===== config.mk =====
export PLATFORM = sky130hd
export DESIGN_NAME = trial_division_prime_test_top
export DESIGN_NICKNAME = d
export VERILOG_FILES = /design/src/tdpt_pkg.sv /design/src/trial_division_prime_test_top.sv
export SDC_FILE = /design/constraint.sdc
export NUM_CORES = 1
export LEC_CHECK = 0
export BUFFER_PORTS_ARGS = -buffer_cell sky130_fd_sc_hd__buf_2
export CORE_MARGIN = 3
export CORE_UTILIZATION = 55
export DETAILED_ROUTE_END_ITERATION = 8
export PLACE_DENSITY = 0.72
export SLEW_MARGIN = 20
export SYNTH_ARGS = -nofsm -noshare
export SYNTH_HDL_FRONTEND = slang
export SYNTH_SLANG_ARGS = --single-unit

===== constraint.sdc =====
create_clock -name clock -period 12.6 [get_ports clock]
set_clock_uncertainty 0.05 [all_clocks]
set_input_delay 0.63 -clock clock [delete_from_list [all_inputs] [get_ports clock]]
set_output_delay 0.63 -clock clock [all_outputs]
set_load 0.005 [all_outputs]

===== src/tdpt_pkg.sv =====
`timescale 1ns / 1ps
// ----------------------------------------------------------------------------
// Trial division prime test - package
// Widths and the sequencer state type shared by the design files.
// ----------------------------------------------------------------------------
package tdpt_pkg;

   // Width of the tested value, two's complement.
   localparam int VALUE_WIDTH = 32;
   // Magnitude bits of a non-negative value.
   localparam int MAG_WIDTH   = VALUE_WIDTH - 1;
   // Trial divisor width: covers sqrt of the largest magnitude plus one step.
   localparam int DIV_WIDTH   = VALUE_WIDTH / 2 + 1;
   // Bit counter for one serial remainder pass.
   localparam int CNT_WIDTH   = $clog2(MAG_WIDTH);

   typedef enum logic [1:0] {
      ST_IDLE,
      ST_CHECK,
      ST_DIVIDE
   } state_type;

endpackage


===== src/trial_division_prime_test_top.sv =====
`timescale 1ns / 1ps
// ----------------------------------------------------------------------------
// Trial division prime test - top level
// Answers whether a signed integer is prime by serial trial division.
// ----------------------------------------------------------------------------
// A beat is accepted when start is high and busy is low. The answer comes back
// as a one-cycle strobe on rsp_valid with rsp_is_prime; the receiver cannot
// stall it, so it must take the beat in that cycle. Negative values, zero, one
// and even values above two answer in the cycle after acceptance, as do two and
// three. Odd values run trial divisors 3, 5, 7, ... while divisor squared does
// not exceed the value; each divisor costs one bound check state plus a
// bit-serial restoring remainder over MAG_WIDTH (31) dividend bits. The worst
// case, a large 31-bit prime, tries about 23170 divisors, and the serial
// remainder unit dominates its run time. busy is high while trial division
// runs and drops in the strobe cycle; values answered at once never raise it.
// A new beat may be offered in the strobe cycle.
// ----------------------------------------------------------------------------
module trial_division_prime_test_top
   import tdpt_pkg::*;
(
   input  logic                          clock,
   input  logic                          reset,
   input  logic                          start,
   output logic                          busy,
   input  logic signed [VALUE_WIDTH-1:0] req_value,
   output logic                          rsp_valid,
   output logic                          rsp_is_prime
);

   localparam logic [CNT_WIDTH-1:0]   CNT_LAST = CNT_WIDTH'(MAG_WIDTH - 1);
   localparam logic [DIV_WIDTH-1:0]   DIV_STEP = DIV_WIDTH'(2);
   localparam logic [DIV_WIDTH-1:0]   DIV_FIRST = DIV_WIDTH'(3);
   localparam logic [VALUE_WIDTH-1:0] SQ_FIRST = VALUE_WIDTH'(9);
   localparam logic [VALUE_WIDTH-1:0] SQ_FOUR = VALUE_WIDTH'(4);
   localparam logic [MAG_WIDTH-1:0]   MAG_TWO = MAG_WIDTH'(2);
   localparam logic [MAG_WIDTH-1:0]   MAG_FOUR = MAG_WIDTH'(4);

   // Control state.
   state_type              state_ff, state_in;
   logic                   rsp_valid_ff, rsp_valid_in;
   logic [CNT_WIDTH-1:0]   cnt_ff, cnt_in;

   // Working registers.
   logic [MAG_WIDTH-1:0]   mag_ff, mag_in;     // value under test
   logic [DIV_WIDTH-1:0]   div_ff, div_in;     // current trial divisor
   logic [VALUE_WIDTH-1:0] sq_ff, sq_in;       // div_ff squared
   logic [DIV_WIDTH-1:0]   rem_ff, rem_in;     // partial remainder
   logic [MAG_WIDTH-1:0]   shift_ff, shift_in; // dividend bits, MSB first
   logic                   prime_ff, prime_in;

   // Serial remainder step.
   logic [DIV_WIDTH:0]     trial;
   logic                   trial_fits;
   logic [DIV_WIDTH-1:0]   rem_step;
   logic [MAG_WIDTH-1:0]   req_mag;

   assign req_mag    = req_value[MAG_WIDTH-1:0];
   assign trial      = {rem_ff, shift_ff[MAG_WIDTH-1]};
   assign trial_fits = (trial >= {1'b0, div_ff});
   assign rem_step   = trial_fits ? DIV_WIDTH'(trial - {1'b0, div_ff})
                                  : trial[DIV_WIDTH-1:0];

   always_ff @(posedge clock) begin
      if (reset) begin
         state_ff     <= ST_IDLE;
         rsp_valid_ff <= 1'b0;
         cnt_ff       <= '0;
      end else begin
         state_ff     <= state_in;
         rsp_valid_ff <= rsp_valid_in;
         cnt_ff       <= cnt_in;
      end
   end

   always_ff @(posedge clock) begin
      mag_ff   <= mag_in;
      div_ff   <= div_in;
      sq_ff    <= sq_in;
      rem_ff   <= rem_in;
      shift_ff <= shift_in;
      prime_ff <= prime_in;
   end

   always_comb begin
      state_in     = state_ff;
      rsp_valid_in = 1'b0;
      cnt_in       = cnt_ff;
      mag_in       = mag_ff;
      div_in       = div_ff;
      sq_in        = sq_ff;
      rem_in       = rem_ff;
      shift_in     = shift_ff;
      prime_in     = prime_ff;

      unique case (state_ff)
         ST_IDLE: begin
            if (start) begin
               mag_in = req_mag;
               div_in = DIV_FIRST;
               sq_in  = SQ_FIRST;
               // Settle negatives, small values and even values at once.
               priority if (req_value[VALUE_WIDTH-1] || req_mag < MAG_TWO) begin
                  prime_in     = 1'b0;
                  rsp_valid_in = 1'b1;
               end else if (req_mag < MAG_FOUR) begin
                  prime_in     = 1'b1;
                  rsp_valid_in = 1'b1;
               end else if (!req_mag[0]) begin
                  prime_in     = 1'b0;
                  rsp_valid_in = 1'b1;
               end else begin
                  state_in = ST_CHECK;
               end
            end
         end

         ST_CHECK: begin
            // Divisor squared past the value: no factor left to find.
            if (sq_ff > {1'b0, mag_ff}) begin
               prime_in     = 1'b1;
               rsp_valid_in = 1'b1;
               state_in     = ST_IDLE;
            end else begin
               rem_in   = '0;
               shift_in = mag_ff;
               cnt_in   = '0;
               state_in = ST_DIVIDE;
            end
         end

         ST_DIVIDE: begin
            rem_in   = rem_step;
            shift_in = shift_ff << 1;
            cnt_in   = cnt_ff + CNT_WIDTH'(1);
            if (cnt_ff == CNT_LAST) begin
               if (rem_step == '0) begin
                  prime_in     = 1'b0;
                  rsp_valid_in = 1'b1;
                  state_in     = ST_IDLE;
               end else begin
                  // (i + 2)^2 = i^2 + 4i + 4
                  div_in   = div_ff + DIV_STEP;
                  sq_in    = sq_ff + VALUE_WIDTH'({div_ff, 2'b00}) + SQ_FOUR;
                  state_in = ST_CHECK;
               end
            end
         end

         default: begin
            state_in = ST_IDLE;
         end
      endcase
   end

   assign busy         = (state_ff != ST_IDLE);
   assign rsp_valid    = rsp_valid_ff;
   assign rsp_is_prime = prime_ff;

endmodule


== Word-level counts from Yosys, hierarchy flattened ==
Cells that the tools add are included.
Storage, ports and cells
  register bits after elaboration: 137
  input bits: 35
  output and inout port bits: 3
Operators by class
  add/sub/neg operators: 5
  $lt $le $gt $ge: 4
  equality and inequality tests: 13
  multiplexer cells: 39
  reduce and logical (&&, ||, !) cells: 12
Operators with widths (number)
  32-bit 2-to-1 mux: 3
  17-bit 2-to-1 mux: 5
  17-bit case mux with 2 select lines: 2
  32-bit case mux with 2 select lines: 1
  31-bit case mux with 2 select lines: 1
  32-bit by 19-bit adder with 32-bit output: 1
  32-bit by 3-bit adder with 32-bit output, second input constant: 1
  32-bit by 31-bit > comparator with 1-bit output: 1
  31-bit by 2-bit less-than comparator with 1-bit output, second input constant: 1
  31-bit by 3-bit less-than comparator with 1-bit output, second input constant: 1
  31-bit 2-to-1 mux: 1
  18-bit by 17-bit >= comparator with 1-bit output: 1
  2-bit != test, second input constant: 9
  17-bit by 2-bit adder with 17-bit output, second input constant: 1
  17-bit zero test: 1
  17-bit subtractor: 1
  1-bit 2-to-1 mux: 15
  2-bit 2-to-1 mux: 6
  5-bit case mux with 2 select lines: 1
  1-bit case mux with 3 select lines: 2
  2-bit case mux with 3 select lines: 1
  6-bit AND reduction: 1
  2-bit nonzero test: 3
  5-bit by 1-bit adder with 5-bit output, second input constant: 1
  11 further kinds: 12

== Longest topological paths before layout ==
Gate-level depths: netlist (run 1).
  depth after elaboration: 6
  depth in mapped cells: 13
  gate-level depth less buffers: 12

== Worst setup path before layout (run 1) ==
Ideal clock, no wire load.
  path type: reg2reg
  from: register div_ff[5]
  to: register div_ff[10], enable pin
  arrival: 4847 ps
  data required time: 12083 ps
  setup slack: 7236 ps
  cell stages (with the launch flop): 13
  period minus slack after synthesis: 5364 ps
  cells stage by stage: edfxtp_1 inv_1 ha_1 buf_6 and2_4 a221oi_4 a31oi_1 a311oi_2 o211a_1 clkbuf_1 o41a_4 o21bai_1 a22oi_1
On the way
  longest elaborated chain between the ends: 5
  elaborated cells on any way between the ends: 6
  classes of those cells: add/sub (1); order compare (1); eq/ne (1); mux (1); reduce/logical (2)
Ends and longest elaborated chain
  start, declared: RTL line trial_division_prime_test_top.sv:45  | logic [DIV_WIDTH-1:0] div_ff, div_in;
  start signal, assigned: RTL line trial_division_prime_test_top.sv:77  | div_ff <= div_in;
  17-bit subtractor or 18-bit by 17-bit >= comparator with 1-bit output (tied branches): RTL line trial_division_prime_test_top.sv:60, trial_division_prime_test_top.sv:59
  17-bit 2-to-1 mux *: RTL line trial_division_prime_test_top.sv:60  | assign rem_step = trial_fits ? DIV_WIDTH'(trial - {1'b0, div_ff})
  17-bit zero test *: RTL line trial_division_prime_test_top.sv:136  | if (rem_step == '0) begin
  2-bit != test (no source line) *
  4-bit AND reduction (no source line) *
Mark *: on every way between the ends. The rest lies on a longest branch, timed or not.
A chain may end at the register's enable or synchronous reset.

== Worst setup path after layout (run 1) ==
  from: register div_ff[5]
  to: register div_ff[12], enable pin
The elaborated chain is that of the path after synthesis.

==> impl_results.md, run 1 <==
* Slew of the pin with the lowest slew margin at 0.936 ns
* Final nets at 1006
* CP delay by family, top: compound AO/OA/AOI/OAI gates
* Status: complete, no violations
* Final slew viol count at 0
* Levels on crit path at 12
* Drt wl/cell at 18.1 um
* CTS max path bufs at 2
* Avg Cell Area, Syn at 10.1 sq um
* Unrepaired setup endpoints after global routing: false
* Worst Path Class, Setup: flip-flop to flip-flop
* CTS H-tree lvls at 4
* Max Freq at 0.233 GHz
* Post-synth EDFFs at 125
* Synth async-reset ratio at 0
* IO buf count at 37
* Post-synth cell types at 67
* Initial Util at 0.576
* CP startpoint: div_ff[5]$_SDFFCE_PN0P_
* Worst r2r dst: div_ff[12]$_SDFFCE_PN0P_
* Power Density at 216 mW/mm^2
* Root buffer cell: clkbuf_16
* CP required at 12.60 ns
* CTS tree: done
* Final Util at 0.638
* R2R cell count at 12
* Yosys reg bits at 133
* Chip Height at 131 um
* Post-DP HPWL at 14000 um
* VDD IR-drop max at 126 uV
* Max Cap Viol at 0
* Reg-to-reg setup timing slack at 8.30 ns
* Synthesized instance count at 852
* Sink Count at 133
* TritonRoute pass-1 iters at 5
* Multi-input gate area at 0.00433 sq mm
* Number of global-route vias before repair at 6441
* Critical path, cell by cell: inv_1 -> ha_1 -> and2_4 -> a221oi_4 -> a31oi_1 -> a311oi_2 -> o211a_1 -> nor4_1 -> a41oi_1 -> o21bai_1 -> a22oi_2 -> buf_4
* Layout area overhead at 10.8%
* Vias/cell at 6.13
* Sequential cell area at 0.00391 sq mm
* Synthesized Nets at 973
* Crit path to: div_ff[12]$_SDFFCE_PN0P_
* Hold_buf cts at 0
* Postcts setup bufs at 0
* Share of cells above drive strength 1 at 0.0924
* Tmin final at 4.30 ns
* Synth Cell Area at 0.00857 sq mm
* Total design power at 2050 uW
* Die ar. at 0.0171 sq mm
* Post-route DRC at 0
* Ant diodes at 0
* Number of cell rows at 44
* Final setup viols at 0
* GP Congestion at 0.920
* Gr usage total at 0.236
* Final hold violation count at 0
* Setup WS pre-CTS at 8.33 ns
* Overflow after GRT at 0
* CP endpoint kind: flip-flop
* CP Launch Type: flip-flop
* Clock Latency Late Sink at 0.42 ns
* Hold_sp: req_value[24]
* Largest stage delay, worst path at 0.54 ns
* Core area at 0.0149 sq mm
* CP Max Fanout at 45
* I/O pin cnt at 38
* CTS resizes at 0
* Hold Crit Class: input pin to flip-flop
* DRT iter0 DRCs at 674
* Routed Antenna Nets at 0
* Worst setup margin at 8.30 ns
* Largest net degree at the start of global routing at 88
* Filler cell count in the final layout at 1210
* Initial antenna violation count at 0
* Final critical-path share of the clock period at 0.341
* Worst Path Arrival at 4.30 ns
* Routed WL at 19600 um
* Leakage at 0.00385 uW
* Setup TNS at 0 ns
* Crit Reg-Reg Startpoint: div_ff[5]$_SDFFCE_PN0P_
* Buf+Inv Stages, Crit Path at 2
* Max transition margin at 0.368
* Slowest CP cell: buf_4
* Seq/Total Area, Yosys at 0.457
* Vias at 6637
* Clock input transition at the sequential cells of the worst setup and hold paths at 0.06 ns
* Synthesis warning total at 0
* Cells after DPL at 1050
* Fin cells at 1082
* CTS Buf Count at 17
* First-pass GRT wire length at 31500 um
* Die width at 131 um
* Ys flop type: edfxtp_1
-- worst min-delay path by stage --
stage               slack, ns                     end  cells after the start
finish                   0.35    mag_ff[24]$_DFFE_PP_                      1
global route             0.34    mag_ff[23]$_DFFE_PP_                      1
CTS                      0.33    mag_ff[23]$_DFFE_PP_                      1
detailed placement       0.47  shift_ff[17]$_DFFE_PP_                      2
global placement         0.47  cnt_ff[2]$_SDFFE_PP0P_                      2
floorplan                0.43  cnt_ff[2]$_SDFFE_PP0P_                      2
-- worst register-to-register path, stage by stage (launching register included) --
cell and delay (ns):
edfxtp_1 0.42, inv_1 0.15, ha_1 0.36, and2_4 0.23, a221oi_4 0.29, a31oi_1 0.15
a311oi_2 0.38, o211a_1 0.49, nor4_1 0.12, a41oi_1 0.37, o21bai_1 0.14, a22oi_2 0.20
buf_4 0.54
-- report_power, final --
| part | leakage, uW | switching [uW] | internal, uW | total (uW) |
|---|---|---|---|---|
| sequential | 0.00127 | 76.8 | 644 | 721 |
| clock | 0.000262 | 187 | 287 | 474 |
| combinational | 0.00232 | 528 | 328 | 857 |
-- metal layers --
layer	part of all wire	wire length (um)	track usage
met1	0.45	8770	0.307
met4	0.012	239	0.0629
met3	0.056	1100	0.0528
met5	0	0	0
met2	0.48	9470	0.399
-- through the flow --
stage / cell area [sq um] / hold slack (ns)
final: 9490 / 0.347
after global routing: 9490 / 0.339
after CTS: 9490 / 0.335
after detailed placement: 8920 / 0.469
after global placement: 8920 / 0.468
after floorplan: 8570 / 0.434
-- flip-flops by register name, indices dropped and copies added (netlist names) --
signal	cells
cnt_ff	5
div_ff	16
mag_ff	31
rem_ff	17
rsp_is_prime	1
rsp_valid	1
shift_ff	31
sq_ff	29
state_ff	2
-- logic make-up after synthesis --
kind of cell	synth area share
and+or+nand+nor	0.171
AOI/OAI and AO/OA	0.160
DFF	0.457
buffers and inverters	0.0399
adders and majority gates	0.127
xor gates and xnor gates	0.0317
muxes	0.0131
-- cell type report --
cell class | instances | area share
timing repair buffer | 42 | 0.0235
tap | 184 | 0.0243
inverter | 61 | 0.0243
multi-input combinational | 630 | 0.456
clock buffer | 17 | 0.0448
sequential | 133 | 0.412
clock inverter | 15 | 0.0148
-- Yosys cell counts, types with 3 or more instances --
master	instances	area [sq um]
a22oi_1	4	30.0
a21o_1	18	135
or4_1	3	22.5
and2_1	11	68.8
inv_1	61	229
nor4_1	14	87.6
nand3_1	29	145
nand2_1	77	289
xor2_1	12	105
a41o_1	4	40.0
nand2b_1	6	37.5
a211oi_1	12	90.1
or3_1	10	62.6
o21ai_0	60	300
dfxtp_1	8	160
nor2_1	85	319
o31ai_1	5	37.5
o211ai_1	3	22.5
ha_1	84	1050
nand3b_1	5	37.5
and3_1	9	56.3
o21a_1	13	97.6
nor3_1	18	90.1
xnor2_1	19	166
clkbuf_1	21	78.8
a31oi_1	9	56.3
edfxtp_1	125	3750
a211o_1	4	35.0
buf_1	6	22.5
nor3b_1	5	37.5
a41oi_1	3	26.3
mux2i_1	9	90.1
a21oi_1	36	180
o31a_1	3	26.3
and4_1	3	26.3
nor2b_1	7	43.8
nand4_1	10	62.6
o21ai_1	3	15.0
-- layout by cell type (no fill, tap or decap), types with 6 or more instances in the layout --
cell and instances:
buf_2 37, dfxtp_1 8, o21ai_0 60, a21o_1 18, nand3_1 29, nand2b_1 6, edfxtp_1 125, a211oi_1 12
nor2_1 85, a21oi_1 36, and3_1 9, nand2_1 77, ha_1 83, xnor2_1 19, inv_1 60, nor3_1 18
xor2_1 12, mux2i_1 9, or3_1 10, nand4_1 10, a31oi_1 9, o21a_1 13, clkbuf_16 17, and2_1 11
nor4_1 14, nor2b_1 7
Power figures use the tool's default switching activity.
==> run 2: changes to the inputs <==
Clock period 12.6 ns to 4.3 ns, I/O delays scaled along.
==> run 2 against run 1 <==
Net effect: flip-flop and latch count stayed put; sequential power grew to 2.9 times the previous value; combinational power grew to 3.1 times the previous value; clock-buffer cell count grew 1; register-to-register slack worse by 7.8 ns; worst hold slack worse by 0.33 ns; routed wire length up 3.1%; sequential share of layout area shrank 1.5 points.
==> impl_results.md, run 2 (synthesis gave the netlist of run 1 again) <==
* CTS H-tree lvls at 4
* Max Freq at 0.264 GHz
* Routed WL at 20200 um
* Commonest non-fill, non-tap cell in the layout: edfxtp_1
* Number of cell rows at 44
* Reg power frac at 0.349
* Drt wl/cell at 18.0 um
* Ant diodes at 0
* Worst Hold Margin at 0.0175 ns
* Leakage at 0.00401 uW
* Largest net degree at the start of global routing at 87
* Initial antenna violation count at 0
* Final slew viol count at 0
* Root buffer cell: clkbuf_16
* Number of global-route vias before repair at 6891
* Initial Util at 0.576
* Power Density at 613 mW/mm^2
* CTS tree: done
* Max Cap Viol at 0
* Max transition margin at 0.354
* DRT iter0 DRCs at 432
* Hold Crit Class: input pin to flip-flop
* Logic pwr share at 0.434
* Core area at 0.0149 sq mm
* Slew of the pin with the lowest slew margin at 0.962 ns
* Worst Path Class, Setup: flip-flop to flip-flop
* Multi-input gate area at 0.00434 sq mm
* Routed Antenna Nets at 0
* Sw frac at 0.395
* TritonRoute pass-1 iters at 5
* Overflow after GRT at 0
* CP endpoint kind: flip-flop
* CP required at 4.36 ns
* Clock Latency Late Sink at 0.43 ns
* CP Max Fanout at 9
* Final nets at 1044
* Status: complete, no violations
* Setup TNS at 0 ns
* Internal at 3650 uW
* CP Launch Type: flip-flop
* Final hold violation count at 0
* VDD IR-drop max at 383 uV
* Vias at 6778
* Clock input transition at the sequential cells of the worst setup and hold paths at 0.06 ns
* Gr usage total at 0.246
* First-pass GRT wire length at 33100 um
* CTS Buf Count at 17
* I/O pin cnt at 38
* Tmin final at 3.79 ns
* Share of cells above drive strength 1 at 0.100
* Chip Height at 131 um
* CTS max path bufs at 2
* Commonest non-fill, non-tap cells in the layout: 125 x edfxtp_1, 85 x nor2_1, 83 x ha_1
* Layout area overhead at 15.0%
* Die width at 131 um
* Clock Power Share at 0.217
* Worst Path Arrival at 3.86 ns
* IO buf count at 37
* Die ar. at 0.0171 sq mm
* Final setup viols at 0
* Sw power at 2380 uW
* Post-route DRC at 0
* GP Congestion at 0.891
* Sequential cell area at 0.00391 sq mm
* CTS resizes at 0
* Filler cell count in the final layout at 1165
* Vias/cell at 6.05
* Sink Count at 133
* Post-DP HPWL at 14500 um
* Final critical-path share of the clock period at 0.882
* Unrepaired setup endpoints after global routing: false
* Biggest regs: mag_ff (31), shift_ff (31), sq_ff (29)
## run 2: changes by cell type in the layout (fill, tap and decap cells not counted), sizes merged
| cell | previous run | this run |
|---|---|---|
| inv | 60 | 65 |
| bufinv | 2 | 0 |
| clkbuf | 17 | 18 |
| clkinv | 10 | 6 |
| dlygate4sd3 | 0 | 31 |
| buf | 42 | 49 |
## run 2: worst paths after layout
| check | cells past startpoint | from | endpoint | slack, ns |
|---|---|---|---|---|
| worst max-delay path | 11 | div_ff[5]$_SDFFCE_PN0P_ | rsp_is_prime$_DFFE_PP_ | 0.51 |
| worst min-delay path | 2 | reset | state_ff[0]$_SDFFE_PP0P_ | 0.02 |
| worst max register to register | 11 | div_ff[5]$_SDFFCE_PN0P_ | rsp_is_prime$_DFFE_PP_ | 0.51 |
| worst min register to register | 2 | shift_ff[3]$_DFFE_PP_ | shift_ff[4]$_DFFE_PP_ | 0.48 |
## run 2: stage by stage
| stage | instance area [sq um] | utilization | setup slack (ns) | total power (uW) | instances |
|---|---|---|---|---|---|
| after global placement | 9010 | 0.606 | 0.620 | 4570 | 1057 |
| after floorplan | 8580 | - | 0.0219 | 3990 | 852 |
| final | 9850 | 0.663 | 0.507 | 6040 | 1120 |
| after global routing | 9850 | 0.663 | 0.263 | 6440 | 1120 |
| after detailed placement | 9010 | 0.606 | 0.535 | 4680 | 1057 |
| after CTS | 9850 | 0.663 | 0.527 | 6030 | 1120 |
## run 2: layout make-up
class	instances	share of cell area
well taps	184	0.0234
clock buffers	18	0.0436
clock inverters	14	0.0107
repair buffers	80	0.0620
flip-flops and latches	133	0.397
multi-input cells	630	0.440
inverters	61	0.0232
## run 2: power by group through the flow
stage | clock network [uW] | registers, uW | logic [uW]
3_3_place_gp | 0 | 2110 | 2460
2_1_floorplan | 0 | 2040 | 1950
6_report | 1310 | 2100 | 2620
3_5_place_dp | 0 | 2120 | 2550
5_1_grt | 1390 | 2140 | 2920
4_1_cts | 1330 | 2100 | 2600
## run 2: per-layer routing
| layer | routed length (um) | vias up | share of wire | global-route usage |
|---|---|---|---|---|
| met2 | 9930 | 182 | 0.49 | 0.413 |
| met4 | 545 | 0 | 0.027 | 0.0907 |
| met5 | 0 | - | 0 | 0 |
| met1 | 8730 | 3240 | 0.43 | 0.309 |
| li1 | - | 3309 | - | - |
| met3 | 973 | 47 | 0.048 | 0.0618 |
## run 2: timing repair
item	4_1_cts	5_1_grt
hold buffers	31	0
endpoints found under the hold margin	31	0
setup buffers	0	0
## run 2: critical path, cell delays in order, from the launching register on
cell and delay [ns]:
edfxtp_1 0.42, inv_1 0.14, ha_1 0.36, and2_4 0.23, a221o_1 0.36, or3_1 0.39, a21oi_1 0.18, nand4_1 0.15
nor4_1 0.29, a41oi_2 0.23, o31a_1 0.35, a2111oi_4 0.33
==> run 3: changes to the inputs <==
Settings changed: CORE_UTILIZATION 55 to 60, PLACE_DENSITY 0.72 to 0.78.
Clock period 4.3 ns to 4.4 ns, I/O delays scaled along.
==> run 3 against run 2 <==
Net effect: non-clock buffer count down 4; routed wire length up 6.3%; utilization up 4.7 points; total power up 0.90%; clock-buffer cell count up 10.
==> impl_results.md, run 3 (synthesis gave the netlist of run 1 again) <==
* Root buffer cell: clkbuf_16
* CP Launch Type: flip-flop
* Unrepaired setup endpoints after global routing: false
* Drt wl/cell at 19.3 um
* Max transition margin at 0.303
* Max Cap Viol at 0
* Worst Path Arrival at 3.97 ns
* Commonest non-fill, non-tap cells in the layout: 125 x edfxtp_1, 85 x nor2_1, 83 x ha_1
* Overflow after GRT at 0
* Multi-input gate area at 0.00433 sq mm
* CTS Buf Count at 17
* Final slew viol count at 0
* Die ar. at 0.0158 sq mm
* I/O pin cnt at 38
* Clock Latency Late Sink at 0.42 ns
* Slew of the pin with the lowest slew margin at 1.03 ns
* Max Freq at 0.254 GHz
* Commonest non-fill, non-tap cell in the layout: edfxtp_1
* Layout area overhead at 15.5%
* Largest net degree at the start of global routing at 87
* Filler cell count in the final layout at 1000
* Sink Count at 133
* Vias at 6943
* Core area at 0.0139 sq mm
* IO buf count at 37
* Number of global-route vias before repair at 6875
* Share of cells above drive strength 1 at 0.0944
* Power Density at 615 mW/mm^2
* Initial antenna violation count at 1
* Setup TNS at 0 ns
* Chip Height at 126 um
* Hold Crit Class: input pin to flip-flop
* Number of cell rows at 43
* Slowest CP cell: edfxtp_1
* Sequential cell area at 0.00391 sq mm
* Biggest regs: mag_ff (31), shift_ff (31), sq_ff (29)
* Final Util at 0.710
* CP required at 4.44 ns
* First-pass GRT wire length at 35200 um
* CTS tree: done
* CTS max path bufs at 2
* Final hold violation count at 0
* DRT iter0 DRCs at 681
* VDD IR-drop max at 543 uV
* Gr usage total at 0.278
* Initial Util at 0.615
* CP Max Fanout at 45
* Leakage at 0.00404 uW
* TritonRoute pass-1 iters at 6
* Routed WL at 21500 um
* Worst Path Class, Setup: flip-flop to flip-flop
* Worst Hold Margin at 0.0308 ns
* Routed Antenna Nets at 0
* Clock input transition at the sequential cells of the worst setup and hold paths at 0.06 ns
* Status: complete, no violations
* Cells after DPL at 1049
* Largest stage delay, worst path at 0.54 ns
* GP Congestion at 0.909
* Critical path, cell by cell: inv_1 -> ha_1 -> and3_1 -> o21ai_0 -> a21oi_1 -> o31ai_1 -> a311oi_1 -> nor4_1 -> a41oi_1 -> o21bai_1 -> a22oi_2 -> buf_12
* Fin cells at 1112
* CTS H-tree lvls at 4
* Final critical-path share of the clock period at 0.894
* CTS resizes at 0
* Tmin final at 3.93 ns
* Post-DP HPWL at 14600 um
* Final setup viols at 0
* Vias/cell at 6.24
* Die width at 126 um
* Final nets at 1040
* Ant diodes at 0
* Post-route DRC at 0
* CP endpoint kind: flip-flop
run 3: through the flow:
| stage | total power (uW) | cell area, sq um | worst slack, ns |
|---|---|---|---|
| finish | 6090 | 9900 | 0.468 |
| global route | 6480 | 9900 | 0.132 |
| CTS | 6050 | 9900 | 0.512 |
| detailed placement | 4570 | 8970 | 0.562 |
| global placement | 4460 | 8970 | 0.654 |
| floorplan | 3890 | 8570 | 0.0264 |
run 3: where the power goes:
group          switching (uW)  total (uW)  leakage, uW  internal [uW]
Sequential                223        2060      0.00127           1840
Clock                     522        1440     0.000307            917
Combinational            1590        2590      0.00246           1000
run 3: worst paths after layout:
check | startpoint | to | slack (ns) | depth (start not counted)
worst max-delay path | div_ff[3]$_SDFFCE_PN0P_ | div_ff[8]$_SDFFCE_PN0P_ | 0.47 | 12
worst min-delay path | reset | cnt_ff[1]$_SDFFE_PP0P_ | 0.03 | 2
worst min register to register | shift_ff[3]$_DFFE_PP_ | shift_ff[4]$_DFFE_PP_ | 0.48 | 2
worst max register to register | div_ff[3]$_SDFFCE_PN0P_ | div_ff[8]$_SDFFCE_PN0P_ | 0.47 | 12
run 3: per-layer routing:
| layer | share of wire | global-route usage | vias to the layer above |
|---|---|---|---|
| met5 | 0.00061 | 0 | - |
| met4 | 0.021 | 0.0906 | 2 |
| met3 | 0.055 | 0.0624 | 39 |
| met2 | 0.49 | 0.458 | 267 |
| met1 | 0.43 | 0.366 | 3330 |
| li1 | - | - | 3305 |
run 3: critical path, delay by kind of cell, from the launching register on:
kind	cells	cell delay [ns]
and+or+nand+nor	2	0.34
buffers and inverters	2	0.41
AOI/OAI and AO/OA	7	1.87
DFF	1	0.54
adders and majority gates	1	0.37
run 3: area by class of cell:
class,instances,share of cell area
repair buffers,76,0.0587
flip-flops and latches,133,0.395
clock inverters,4,0.00278
clock buffers,28,0.0598
multi-input cells,630,0.437
well taps,180,0.0228
inverters,61,0.0231
run 3: what timing repair did:
action,CTS,global route
hold buffers,31,0
endpoints found under the hold margin,31,0
setup buffers,0,0
